===== src/sv/trgb_pkg.sv =====
// ----------------------------------------------------------------------------
// trgb_pkg: shared types and constants of the tiled RGB5A3 decoder
// Image geometry, field widths, register indexes and the structs that carry
// decoded tile rows and finished pixels between the front and back parts.
// ----------------------------------------------------------------------------
package trgb_pkg;

    // Image geometry in texels and the largest replication factor.
    localparam int IMAGE_WIDTH  = 192;
    localparam int IMAGE_HEIGHT = 64;
    localparam int MAX_SCALE    = 4;

    // Partial tiles are dropped, so the image is counted in whole tiles.
    localparam int TILES_ACROSS = IMAGE_WIDTH / 4;
    localparam int TILES_DOWN   = IMAGE_HEIGHT / 4;
    localparam int TC_W = (TILES_ACROSS > 1) ? $clog2(TILES_ACROSS) : 1;
    localparam int TR_W = (TILES_DOWN > 1) ? $clog2(TILES_DOWN) : 1;

    // Texels per tile row and the index width that selects one of them.
    localparam int TEXELS  = 4;
    localparam int K_W     = 2;

    // Field widths fixed by the interface.
    localparam int TEXEL_W  = 16;
    localparam int ORIGIN_W = 11;
    localparam int SCALE_W  = 3;
    localparam int PIX_W    = 12;
    localparam int CHAN_W   = 8;
    localparam int CFG_W    = ORIGIN_W;
    localparam int CFG_IDX_W = 2;

    // Replication counters run from 0 to MAX_SCALE-1.
    localparam int SCNT_W = (MAX_SCALE > 1) ? $clog2(MAX_SCALE) : 1;

    // Depth of the queue between the front and the back part.
    localparam int QUEUE_DEPTH = 2;
    localparam int QPTR_W = $clog2(QUEUE_DEPTH);
    localparam int QCNT_W = $clog2(QUEUE_DEPTH + 1);

    // Configuration register indexes.
    localparam logic [CFG_IDX_W-1:0] REG_ORIGIN_X     = 2'd0;
    localparam logic [CFG_IDX_W-1:0] REG_ORIGIN_Y     = 2'd1;
    localparam logic [CFG_IDX_W-1:0] REG_SCALE_FACTOR = 2'd2;

    typedef struct packed {
        logic [CHAN_W-1:0] red;
        logic [CHAN_W-1:0] green;
        logic [CHAN_W-1:0] blue;
        logic [CHAN_W-1:0] alpha;
    } color_t;

    // One classified tile row, as the back part needs it.
    typedef struct packed {
        logic [PIX_W-1:0]       base_x;
        logic [PIX_W-1:0]       base_y;
        logic [SCALE_W-1:0]     scale;
        logic                   image_end;
        color_t [TEXELS-1:0]    colors;
    } entry_t;

    // Handshake status of the queue as seen by its two neighbors.
    typedef struct packed {
        logic full;
        logic valid;
    } q_stat_t;

    typedef struct packed {
        logic [PIX_W-1:0] pixel_x;
        logic [PIX_W-1:0] pixel_y;
        color_t           color;
        logic             last_of_item;
        logic             last_of_image;
    } pixel_t;

endpackage


===== src/sv/trgb_front.sv =====
// ----------------------------------------------------------------------------
// trgb_front: accepts tile rows and classifies them
// Holds the configuration registers and the tile position, decodes the four
// texels and computes the screen base of the row for the back part.
// ----------------------------------------------------------------------------
module trgb_front (
    input  logic                            clk,
    input  logic                            rst_n,
    input  logic                            cfg_we,
    input  logic [trgb_pkg::CFG_IDX_W-1:0]  cfg_index,
    input  logic [trgb_pkg::CFG_W-1:0]      cfg_data,
    input  logic                            accept,
    input  logic [trgb_pkg::TEXEL_W-1:0]    texel_0,
    input  logic [trgb_pkg::TEXEL_W-1:0]    texel_1,
    input  logic [trgb_pkg::TEXEL_W-1:0]    texel_2,
    input  logic [trgb_pkg::TEXEL_W-1:0]    texel_3,
    output trgb_pkg::entry_t                entry
);
    import trgb_pkg::*;

    logic [ORIGIN_W-1:0] origin_x_reg;
    logic [ORIGIN_W-1:0] origin_y_reg;
    logic [SCALE_W-1:0]  scale_factor_reg;
    logic [TC_W-1:0]     tile_column_reg, tile_column_next;
    logic [TR_W-1:0]     tile_row_reg, tile_row_next;
    logic [1:0]          row_in_tile_reg, row_in_tile_next;

    logic [SCALE_W-1:0]  eff_scale;
    logic                last_column;
    logic                last_row;

    // Bit 15 selects the opaque 5-5-5 form or the translucent 3-4-4-4 form.
    function automatic color_t decode_texel(input logic [TEXEL_W-1:0] v);
        color_t c;
        if (v[15])
        begin
            c.red   = {v[14:10], 3'b000};
            c.green = {v[9:5], 3'b000};
            c.blue  = {v[4:0], 3'b000};
            c.alpha = 8'hFF;
        end
        else
        begin
            c.red   = {v[11:8], v[11:8]};
            c.green = {v[7:4], v[7:4]};
            c.blue  = {v[3:0], v[3:0]};
            c.alpha = {v[14:12], 5'b00000} + {3'b000, v[14:12], 2'b00};
        end
        return c;
    endfunction

    always_comb
    begin
        if (scale_factor_reg == '0)
            eff_scale = SCALE_W'(1);
        else if (scale_factor_reg > SCALE_W'(MAX_SCALE))
            eff_scale = SCALE_W'(MAX_SCALE);
        else
            eff_scale = scale_factor_reg;
    end

    assign last_column = (tile_column_reg == TC_W'(TILES_ACROSS - 1));
    assign last_row    = (tile_row_reg == TR_W'(TILES_DOWN - 1));

    always_comb
    begin
        entry.base_x = PIX_W'(origin_x_reg)
                     + PIX_W'({tile_column_reg, 2'b00}) * PIX_W'(eff_scale);
        entry.base_y = PIX_W'(origin_y_reg)
                     + PIX_W'({tile_row_reg, row_in_tile_reg}) * PIX_W'(eff_scale);
        entry.scale     = eff_scale;
        entry.image_end = last_column && last_row && (row_in_tile_reg == 2'd3);
        entry.colors[0] = decode_texel(texel_0);
        entry.colors[1] = decode_texel(texel_1);
        entry.colors[2] = decode_texel(texel_2);
        entry.colors[3] = decode_texel(texel_3);
    end

    always_comb
    begin
        row_in_tile_next = row_in_tile_reg + 2'd1;
        tile_column_next = tile_column_reg;
        tile_row_next    = tile_row_reg;
        if (row_in_tile_reg == 2'd3)
        begin
            if (last_column)
            begin
                tile_column_next = '0;
                tile_row_next    = last_row ? '0 : tile_row_reg + TR_W'(1);
            end
            else
            begin
                tile_column_next = tile_column_reg + TC_W'(1);
            end
        end
    end

    always_ff @(posedge clk or negedge rst_n)
    begin
        if (!rst_n)
        begin
            origin_x_reg     <= '0;
            origin_y_reg     <= '0;
            scale_factor_reg <= SCALE_W'(1);
            tile_column_reg  <= '0;
            tile_row_reg     <= '0;
            row_in_tile_reg  <= '0;
        end
        else
        begin
            if (cfg_we)
            begin
                case (cfg_index)
                    REG_ORIGIN_X:     origin_x_reg     <= cfg_data;
                    REG_ORIGIN_Y:     origin_y_reg     <= cfg_data;
                    REG_SCALE_FACTOR: scale_factor_reg <= cfg_data[SCALE_W-1:0];
                    default:          ;
                endcase
            end
            if (accept)
            begin
                tile_column_reg <= tile_column_next;
                tile_row_reg    <= tile_row_next;
                row_in_tile_reg <= row_in_tile_next;
            end
        end
    end

endmodule


===== src/sv/trgb_queue.sv =====
// ----------------------------------------------------------------------------
// trgb_queue: short queue of classified tile rows
// Decouples the front part from the back part so that each can stall alone.
// ----------------------------------------------------------------------------
module trgb_queue (
    input  logic               clk,
    input  logic               rst_n,
    input  logic               push,
    input  trgb_pkg::entry_t   wr_data,
    input  logic               pop,
    output trgb_pkg::entry_t   rd_data,
    output trgb_pkg::q_stat_t  stat
);
    import trgb_pkg::*;

    entry_t              slot_reg [QUEUE_DEPTH];
    logic [QPTR_W-1:0]   wr_ptr_reg;
    logic [QPTR_W-1:0]   rd_ptr_reg;
    logic [QCNT_W-1:0]   count_reg;
    logic                do_push;
    logic                do_pop;

    assign stat.full  = (count_reg == QCNT_W'(QUEUE_DEPTH));
    assign stat.valid = (count_reg != '0);
    assign do_push    = push && !stat.full;
    assign do_pop     = pop && stat.valid;
    assign rd_data    = slot_reg[rd_ptr_reg];

    always_ff @(posedge clk or negedge rst_n)
    begin
        if (!rst_n)
        begin
            wr_ptr_reg <= '0;
            rd_ptr_reg <= '0;
            count_reg  <= '0;
        end
        else
        begin
            if (do_push)
                wr_ptr_reg <= (wr_ptr_reg == QPTR_W'(QUEUE_DEPTH - 1)) ? '0
                                                                      : wr_ptr_reg + QPTR_W'(1);
            if (do_pop)
                rd_ptr_reg <= (rd_ptr_reg == QPTR_W'(QUEUE_DEPTH - 1)) ? '0
                                                                      : rd_ptr_reg + QPTR_W'(1);
            if (do_push && !do_pop)
                count_reg <= count_reg + QCNT_W'(1);
            else if (do_pop && !do_push)
                count_reg <= count_reg - QCNT_W'(1);
        end
    end

    always_ff @(posedge clk)
    begin
        if (do_push)
            slot_reg[wr_ptr_reg] <= wr_data;
    end

endmodule


===== src/sv/trgb_back.sv =====
// ----------------------------------------------------------------------------
// trgb_back: replicates a tile row into screen pixels
// Walks the scale block row by row into an output register that the result
// side drains, one pixel per cycle while that side keeps popping.
// ----------------------------------------------------------------------------
module trgb_back (
    input  logic               clk,
    input  logic               rst_n,
    input  trgb_pkg::entry_t   q_data,
    input  logic               q_valid,
    output logic               q_pop,
    input  logic               pop,
    output logic               empty,
    output trgb_pkg::pixel_t   pixel
);
    import trgb_pkg::*;

    logic                active_reg;
    entry_t              ent_reg;
    logic [SCNT_W-1:0]   dx_reg;
    logic [SCNT_W-1:0]   dy_reg;
    logic [K_W-1:0]      k_reg;
    logic [PIX_W-1:0]    x_reg;
    logic [PIX_W-1:0]    y_reg;
    logic                out_valid_reg;
    pixel_t              pixel_reg;

    logic                advance;
    logic                dx_end;
    logic                dy_end;
    logic                k_end;
    logic                last_px;
    logic                load;

    assign advance = active_reg && (!out_valid_reg || pop);
    assign dx_end  = (SCALE_W'(dx_reg) == ent_reg.scale - SCALE_W'(1));
    assign dy_end  = (SCALE_W'(dy_reg) == ent_reg.scale - SCALE_W'(1));
    assign k_end   = (k_reg == K_W'(TEXELS - 1));
    assign last_px = dx_end && dy_end && k_end;
    // The next row is taken in the same cycle as the last pixel of this one.
    assign load    = q_valid && (!active_reg || (advance && last_px));
    assign q_pop   = load;
    assign empty   = !out_valid_reg;
    assign pixel   = pixel_reg;

    always_ff @(posedge clk or negedge rst_n)
    begin
        if (!rst_n)
        begin
            active_reg    <= 1'b0;
            out_valid_reg <= 1'b0;
            dx_reg        <= '0;
            dy_reg        <= '0;
            k_reg         <= '0;
        end
        else
        begin
            if (advance)
                out_valid_reg <= 1'b1;
            else if (pop)
                out_valid_reg <= 1'b0;

            if (load)
            begin
                active_reg <= 1'b1;
                dx_reg     <= '0;
                dy_reg     <= '0;
                k_reg      <= '0;
            end
            else if (advance)
            begin
                if (last_px)
                    active_reg <= 1'b0;
                if (dx_end)
                begin
                    dx_reg <= '0;
                    if (k_end)
                    begin
                        k_reg  <= '0;
                        dy_reg <= dy_reg + SCNT_W'(1);
                    end
                    else
                    begin
                        k_reg <= k_reg + K_W'(1);
                    end
                end
                else
                begin
                    dx_reg <= dx_reg + SCNT_W'(1);
                end
            end
        end
    end

    always_ff @(posedge clk)
    begin
        if (advance)
        begin
            pixel_reg.pixel_x       <= x_reg;
            pixel_reg.pixel_y       <= y_reg;
            pixel_reg.color         <= ent_reg.colors[k_reg];
            pixel_reg.last_of_item  <= last_px;
            pixel_reg.last_of_image <= last_px && ent_reg.image_end;
        end
        if (load)
        begin
            ent_reg <= q_data;
            x_reg   <= q_data.base_x;
            y_reg   <= q_data.base_y;
        end
        else if (advance)
        begin
            // Pixels of one screen row are contiguous across the four texels.
            if (dx_end && k_end)
            begin
                x_reg <= ent_reg.base_x;
                y_reg <= y_reg + PIX_W'(1);
            end
            else
            begin
                x_reg <= x_reg + PIX_W'(1);
            end
        end
    end

endmodule


===== src/sv/tiled_rgb5a3_texel_decode_scale.sv =====
// ----------------------------------------------------------------------------
// tiled_rgb5a3_texel_decode_scale: tiled RGB5A3 decoder with integer scaling
// Path: queue slot, then the back's row register, then the output register.
// Throughput: one pixel per cycle while the result side keeps popping, so a
// tile row of effective scale s yields 4*s*s pixels walked by the back.
// Reset: rst_n clears the tile position, queue and output register at once;
// origin registers return to zero and the scale factor to one.
// ----------------------------------------------------------------------------
module tiled_rgb5a3_texel_decode_scale (
    input  logic                            clk,
    input  logic                            rst_n,
    // Configuration write port.
    input  logic                            cfg_we,
    input  logic [trgb_pkg::CFG_IDX_W-1:0]  cfg_index,
    input  logic [trgb_pkg::CFG_W-1:0]      cfg_data,
    // Input side: one tile row per transaction.
    input  logic                            push,
    output logic                            full,
    input  logic [trgb_pkg::TEXEL_W-1:0]    texel_0,
    input  logic [trgb_pkg::TEXEL_W-1:0]    texel_1,
    input  logic [trgb_pkg::TEXEL_W-1:0]    texel_2,
    input  logic [trgb_pkg::TEXEL_W-1:0]    texel_3,
    // Result side: one screen pixel per transaction.
    output logic                            empty,
    input  logic                            pop,
    output logic [trgb_pkg::PIX_W-1:0]      pixel_x,
    output logic [trgb_pkg::PIX_W-1:0]      pixel_y,
    output logic [trgb_pkg::CHAN_W-1:0]     red,
    output logic [trgb_pkg::CHAN_W-1:0]     green,
    output logic [trgb_pkg::CHAN_W-1:0]     blue,
    output logic [trgb_pkg::CHAN_W-1:0]     alpha,
    output logic                            last_of_item,
    output logic                            last_of_image
);
    import trgb_pkg::*;

    // The front decodes the texels and fixes the screen base of the row at
    // the moment it is accepted, so the scale and origin in force then are
    // the ones the row keeps all the way through the back part.
    entry_t   front_entry;
    entry_t   head_entry;
    q_stat_t  q_stat;
    logic     accept;
    logic     q_pop;
    pixel_t   pixel;

    // An input transaction completes whenever the queue has room; the queue
    // keeps taking rows while the back is still replicating older ones.
    assign full   = q_stat.full;
    assign accept = push && !q_stat.full;

    trgb_front u_front (
        .clk       (clk),
        .rst_n     (rst_n),
        .cfg_we    (cfg_we),
        .cfg_index (cfg_index),
        .cfg_data  (cfg_data),
        .accept    (accept),
        .texel_0   (texel_0),
        .texel_1   (texel_1),
        .texel_2   (texel_2),
        .texel_3   (texel_3),
        .entry     (front_entry)
    );

    trgb_queue u_queue (
        .clk     (clk),
        .rst_n   (rst_n),
        .push    (accept),
        .wr_data (front_entry),
        .pop     (q_pop),
        .rd_data (head_entry),
        .stat    (q_stat)
    );

    // The back walks each row's scale block into an output register; a waiting
    // result stalls the walk, and the input side only once the queue is full.
    trgb_back u_back (
        .clk     (clk),
        .rst_n   (rst_n),
        .q_data  (head_entry),
        .q_valid (q_stat.valid),
        .q_pop   (q_pop),
        .pop     (pop),
        .empty   (empty),
        .pixel   (pixel)
    );

    assign pixel_x       = pixel.pixel_x;
    assign pixel_y       = pixel.pixel_y;
    assign red           = pixel.color.red;
    assign green         = pixel.color.green;
    assign blue          = pixel.color.blue;
    assign alpha         = pixel.color.alpha;
    assign last_of_item  = pixel.last_of_item;
    assign last_of_image = pixel.last_of_image;

endmodule


===== config.mk =====
export PLATFORM = sky130hd
export DESIGN_NAME = tiled_rgb5a3_texel_decode_scale
export DESIGN_NICKNAME = d
export VERILOG_FILES = /design/src/sv/trgb_pkg.sv /design/src/sv/trgb_front.sv /design/src/sv/trgb_queue.sv /design/src/sv/trgb_back.sv /design/src/sv/tiled_rgb5a3_texel_decode_scale.sv
export SDC_FILE = /design/constraint.sdc
export NUM_CORES = 1
export LEC_CHECK = 0
export BUFFER_PORTS_ARGS = -buffer_cell sky130_fd_sc_hd__clkbuf_2
export CORE_MARGIN = 4
export CORE_UTILIZATION = 61
export DETAILED_ROUTE_END_ITERATION = 8
export PLACE_DENSITY = 0.8
export SLEW_MARGIN = 10
export SYNTH_ARGS = -nofsm -noshare
export SYNTH_HDL_FRONTEND = slang
export SYNTH_SLANG_ARGS = --single-unit

===== constraint.sdc =====
create_clock -name clk -period 9.7 [get_ports clk]
set_input_delay 0 -clock clk [delete_from_list [all_inputs] [get_ports clk]]
set_output_delay 0 -clock clk [all_outputs]
set_load 0.05 [all_outputs]

---- Yosys cells after proc, flatten, opt, wreduce, memory -nomap -nowiden ----
Memories as Yosys holds them, arrays and structs flattened.
Index checks and enable logic that the tools add are counted.
storage, ports and cells
  bits in registers ....................... 275
  latch bits .............................. 0
  bits in writable memories ............... 312
  bits in read-only memories .............. 0
  bits of input ports ..................... 82
  memories kept ........................... 1
memories
  memory            depth  width  rd ports  clocked after Yosys merged registers in  write ports  line              text
  u_queue.slot_reg  2      156    1         0                                        1            trgb_queue.sv:16  entry_t slot_reg [QUEUE_DEPTH];
cells by class
  add/subtract/negate cells ............... 19
  $mul .................................... 2
  div/mod/pow operators ................... 0
  $lt $le $gt $ge ......................... 2
  equal/unequal tests ..................... 9
  shift operators ......................... 0
  mux-type cells .......................... 38
  bitwise logic cells ..................... 0
  reduce and logical (&&, ||, !) cells .... 40
operators with widths
  kind                   count
  $mux 32                5
  $mux 12                6
  $bmux 32 s2            1
  $add 8x5->8            4
  $mux 2                 13
  $add 12x1->12 const B  2
  $mul 6x3->9            2
  $reduce_bool 2->1      8
  $logic_and 1x1->1      14
  $reduce_and 2->1       7
  $add 11x11->12         1
  $add 11x9->12          1
  $add 2x1->2 const B    5
  $mux 1                 9
  $eq 2x2->1 const B     4
  $add 6x1->6 const B    1
  $eq 2x3->1             2
  $eq 6x6->1 const B     1
  $mux 3                 2
  $mux 6                 1
  $reduce_and 3->1       2
  $logic_not 1->1        5
  $add 4x1->4 const B    1
  $eq 4x4->1 const B     1
  other kinds (10)       12

---- Longest topological paths before layout ----
  depth after elaboration ................. 11
  depth in mapped cells ................... 16
  gate-level depth less buffers ........... 15

---- Modules after synthesis ----
A second synthesis with hierarchy kept.
second synthesis, totals
  cells, all modules ...................... 1441
  area total of the unflattened synthesis .. 24466.0 µm²
modules (own cells, without submodules)
  module                           times used  cells each  area an instance (µm²)
  trgb_queue                       1           504         11494.8
  trgb_back                        1           443         8784.7
  trgb_front                       1           493         4172.8
  tiled_rgb5a3_texel_decode_scale  1           1           13.8

---- Worst setup path after synthesis ----
OpenSTA, ideal clock, no wires.
  path type ............................... flip-flop to flip-flop
  from .................................... register u_queue.count_reg[0]
  to ...................................... memory u_queue.slot_reg[0][101] (netlist bit) (enable)
  library setup time ...................... 0.642 ns
  arrival ................................. 6.555 ns
  data required time ...................... 9.058 ns
  path slack .............................. 2.503 ns
  stages on the path, launching flop included .. 4
  clock period less this slack ............ 7.197 ns
  cell sequence ........................... dfrtp_1 > nand2b_1 > nand2_1 > nor2_1
between the ends
  word-level cells in the longest chain between the ends .. 6
RTL lines
  item                            line                                                     text
  from (decl)                     trgb_queue.sv:19                                         logic [QCNT_W-1:0] count_reg;
  from (signal assigned)          trgb_queue.sv:46                                         count_reg <= count_reg + QCNT_W'(1);
  from (signal assigned)          trgb_queue.sv:48                                         count_reg <= count_reg - QCNT_W'(1);
  $eq 2x2->1 *                    trgb_queue.sv:23                                         assign stat.full = (count_reg == QCNT_W'(QUEUE_DEPTH));
  $logic_not 1->1 *               trgb_queue.sv:25, tiled_rgb5a3_texel_decode_scale.sv:50
  $logic_and 1x1->1               tiled_rgb5a3_texel_decode_scale.sv:50                    assign accept = push && !q_stat.full;
  $logic_and 1x1->1 *             trgb_queue.sv:25                                         assign do_push = push && !stat.full;
  $mux 1 *                        trgb_queue.sv:54                                         if (do_push)
  $mux 1 (implied by the code) *  trgb_queue.sv:55                                         slot_reg[wr_ptr_reg] <= wr_data;
  to (decl)                       trgb_queue.sv:16
Mark *: on every way between the ends. The rest lies on a longest branch, timed or not.

==> run summary <==
* 4.81 ns — Arrival @ worst endpoint
* 1739 — final layout net count
* 5.22 ns — post-layout worst setup margin
* edfxtp_1 — predominant post-synthesis flop cell
* 0.818 — Final Wtd Congestion
* 0.06 ns — clock-pin slew on the worst setup and hold paths
* 16.4 sq um — synthesized area per cell
* 1.12 ns — Worst Tran Pin Value
* 22300 sq um — post-synthesis instance area
* 35800 sq um — total core area
* 142 — Top Ports
* 12000 — count of vias placed by the detailed router
* 16.8% — synthesis-to-finish area growth
* 26.8% — proportion of layout cells with a drive suffix above 1
* 141 — number of port buffers
* 81 — maximum number of pins on one net before global-route repair
* 0 — ANT nets after route
* 0.223 GHz — Highest Clock Rate
* 0.00194 W — power dissipated by switching net loads
* 0 — number of warning messages in the yosys log
* input port to asynchronous set/reset pin — class of the tightest hold or removal check
* 22.6% — Comb power frac
* no — setup repair after global routing missed its margin
* 17 — Critical Path Fanout Max
* 0 — overflow left after global routing
* 10.03 ns — data required time at the worst endpoint
* 954 — Iteration-0 DRC Markers
* 0 — Setup violations, final
* 72.6% — Post-Route Utilization
* 535 — number of clock sinks
* 25.1% — relative slew slack
* 45 — number of unique standard cell types used by synthesis
* edfxtp_1 — library cell occupying the most area in the post-synthesis netlist
* 535 — number of storage elements in the synthesis netlist
* clkbuf_16 — root cell of the clock tree
* register — startpoint kind of the worst setup timing path
* 280 — number of flip-flops under the largest register name
* 1 — initial antenna violation count
* 28.7% — switching part of the total power
* 486 — EDFF count, synth
* 39700 sq um — die area
* 4.48 ns — Period minus WS final
* 260 nW/um^2 — total power divided by cell area
* 5.70 — via-per-instance ratio
* 0.00482 W — Pint
* 6 — DR pass1 iterations
* 25900 microns — final HPWL from detailed placement
* 0.00677 W — total chip power
* complete, no violations — status
* 43800 microns — final wirelength
* 71.0% — proportion of synthesized chip area in sequential cells
* 12400 — vias in the first global route
* 68500 microns — first-pass GRT wire length
* register — kind of end point of the critical path
* 1356 — Post-Syn Instances
* 49.2% — sequential share of power
* 0 — Hold Fails Final Rpt
* register to register — critical path type
* 0 — # Post-CTS Setup Buffers
* 69 — std cell rows
* 9.16% — share of synthesized flip-flops with an asynchronous set or reset
* 62.2% — Initial Utilization
* 0 ns — Post-Route Setup TNS
* 65.5% — share of the synthesized area in the top cell type
* 9.92 nW — Leak Pwr
* yes — clock tree from TritonCTS
* 20.8 microns — wire length per cell
* 0 — max-cap check violation count
* 22.6% — total routing usage reported by global routing
* 0 — number of slew-limit violations in the final report
* 199 microns — die boundary width
* 28.2% — clock share of power
* 46.2% — final cycle utilization of the critical path
* edfxtp_1 (65%), mux2_2 (7.9%), dfrtp_1 (5.4%) — top area cells in the synthesized netlist
* 0 — DRC viols
* 2 — count of H-tree levels built during CTS
* 1493 — net count after synthesis
* 0.172 mV — maximum resistive drop on vdd
* 3 — maximum number of buffers from clock root to sink
* 0.0174 ns — setup skew after layout
* 199 microns — vertical extent of the die
* 0 — cts repair resizes
* 0.60 ns — clock insertion delay at the later pin of the skew report
* 5.23 ns — pre-CTS setup slack
* 51 — number of buffers added by the clock tree synthesis step
repair_timing:
item	4_1_cts	5_1_grt
endpoints found under the setup margin	0	0
hold buffers	93	0
endpoints found under the hold margin	300	0
path summary, 6_finish.rpt:
kind / startpoint / end / slack (ns) / cells past startpoint
worst min-delay path: rst_n / u_queue.rd_ptr_reg / 0.09 / 3
worst min register to register: u_front.origin_x_reg[1] / u_queue.slot_reg[0][145] / 0.47 / 0
min in group clk: cfg_data[8] / u_front.origin_y_reg[8] / 0.20 / 3
worst max register to register: u_front.scale_factor_reg[2] / u_queue.slot_reg[1][154] / 5.22 / 14
worst max-delay path: u_front.scale_factor_reg[2] / u_queue.slot_reg[1][154] / 5.22 / 14
max in group asynchronous: rst_n / u_queue.rd_ptr_reg / 9.10 / 3
power groups by stage:
stage / registers, W / clock network [W] / logic, W
floorplan: 0.00344 / 0 / 0.00103
global placement: 0.00334 / 0 / 0.00144
detailed placement: 0.00337 / 0 / 0.00148
CTS: 0.00333 / 0.00194 / 0.00154
global route: 0.00337 / 0.00204 / 0.00166
finish: 0.00333 / 0.00191 / 0.00153
through the flow:
stage	hold WS, ns	cells	cell area, sq um
detailed placement	0.177	1917	23400
floorplan	-0.296	1356	22300
global placement	0.153	1917	23400
CTS	0.0867	2105	26000
global route	0.138	2106	26000
finish	0.0933	2106	26000
critical path: stages, from the launching register on:
cell and delay, ns:
dfrtp_1 0.56, a21oi_1 0.79, nand2_1 0.16, fa_1 0.51
inv_1 0.04, ha_1 0.21, fa_1 0.41, a21o_1 0.18
a21oi_1 0.23, xnor2_1 0.15, ha_1 0.30, or2_2 0.31
a21oi_1 0.15, a21oi_1 0.07, xor2_1 0.16
cells in the mapped netlist (2+ instances only):
master / instances
a21oi_1: 30
mux2i_1: 15
nor2b_1: 45
nand3_1: 11
dfrtp_1: 48
xor2_1: 23
mux2_2: 157
buf_1: 5
or2_2: 13
nand3b_1: 4
clkbuf_1: 39
nor3_1: 10
nand2_1: 112
ha_1: 38
nor3b_1: 2
buf_2: 3
o211ai_1: 6
edfxtp_1: 486
nor2_1: 33
a211oi_2: 5
and2_1: 23
a21o_1: 40
o21ai_0: 34
nand2b_1: 17
and3_1: 6
mux4_2: 28
inv_1: 51
xnor2_1: 29
nand4_1: 6
fa_1: 17
buf_4: 6
cells by family after synthesis:
| group | after synthesis | synth area share [%] |
|---|---|---|
| flip-flops | 535 | 71.0 |
| AND/OR/NAND/NOR | 286 | 6.34 |
| multiplexers | 200 | 11.4 |
| AO/OA/AOI/OAI | 122 | 3.58 |
| buffers and inverters | 106 | 1.94 |
| adder cells (fa/ha/maj) | 55 | 3.66 |
| XOR/XNOR | 52 | 2.04 |
layer usage:
layer,global-route usage (%),vias up,part of all wire (%)
met5,0,-,0
met4,8.61,0,3.3
met3,3.84,94,6.1
met2,37.1,408,49
met1,30.9,5980,41
li1,-,5530,-
area by class of cell:
class	count	area (sq um)
inverters	52	200
repair buffers	247	1730
fillers	2102	9810
flip-flops and latches	535	15800
diodes	1	2.50
clock inverters	23	180
well taps	461	577
multi-input cells	715	6040
clock buffers	72	1460
cell usage in the layout, fill, tap and decap left out, types with 34 or more instances in the layout:
| cell type | Yosys | final |
|---|---|---|
| clkbuf_2 | 0 | 141 |
| clkbuf_16 | 0 | 52 |
| a21o_1 | 40 | 40 |
| nand2_1 | 112 | 112 |
| mux2_2 | 157 | 157 |
| nor2b_1 | 45 | 45 |
| o21ai_0 | 34 | 34 |
| dlygate4sd3_1 | 0 | 93 |
| edfxtp_1 | 486 | 486 |
| inv_1 | 51 | 50 |
| ha_1 | 38 | 38 |
| dfrtp_1 | 48 | 46 |
Power figures use the tool's default switching activity.
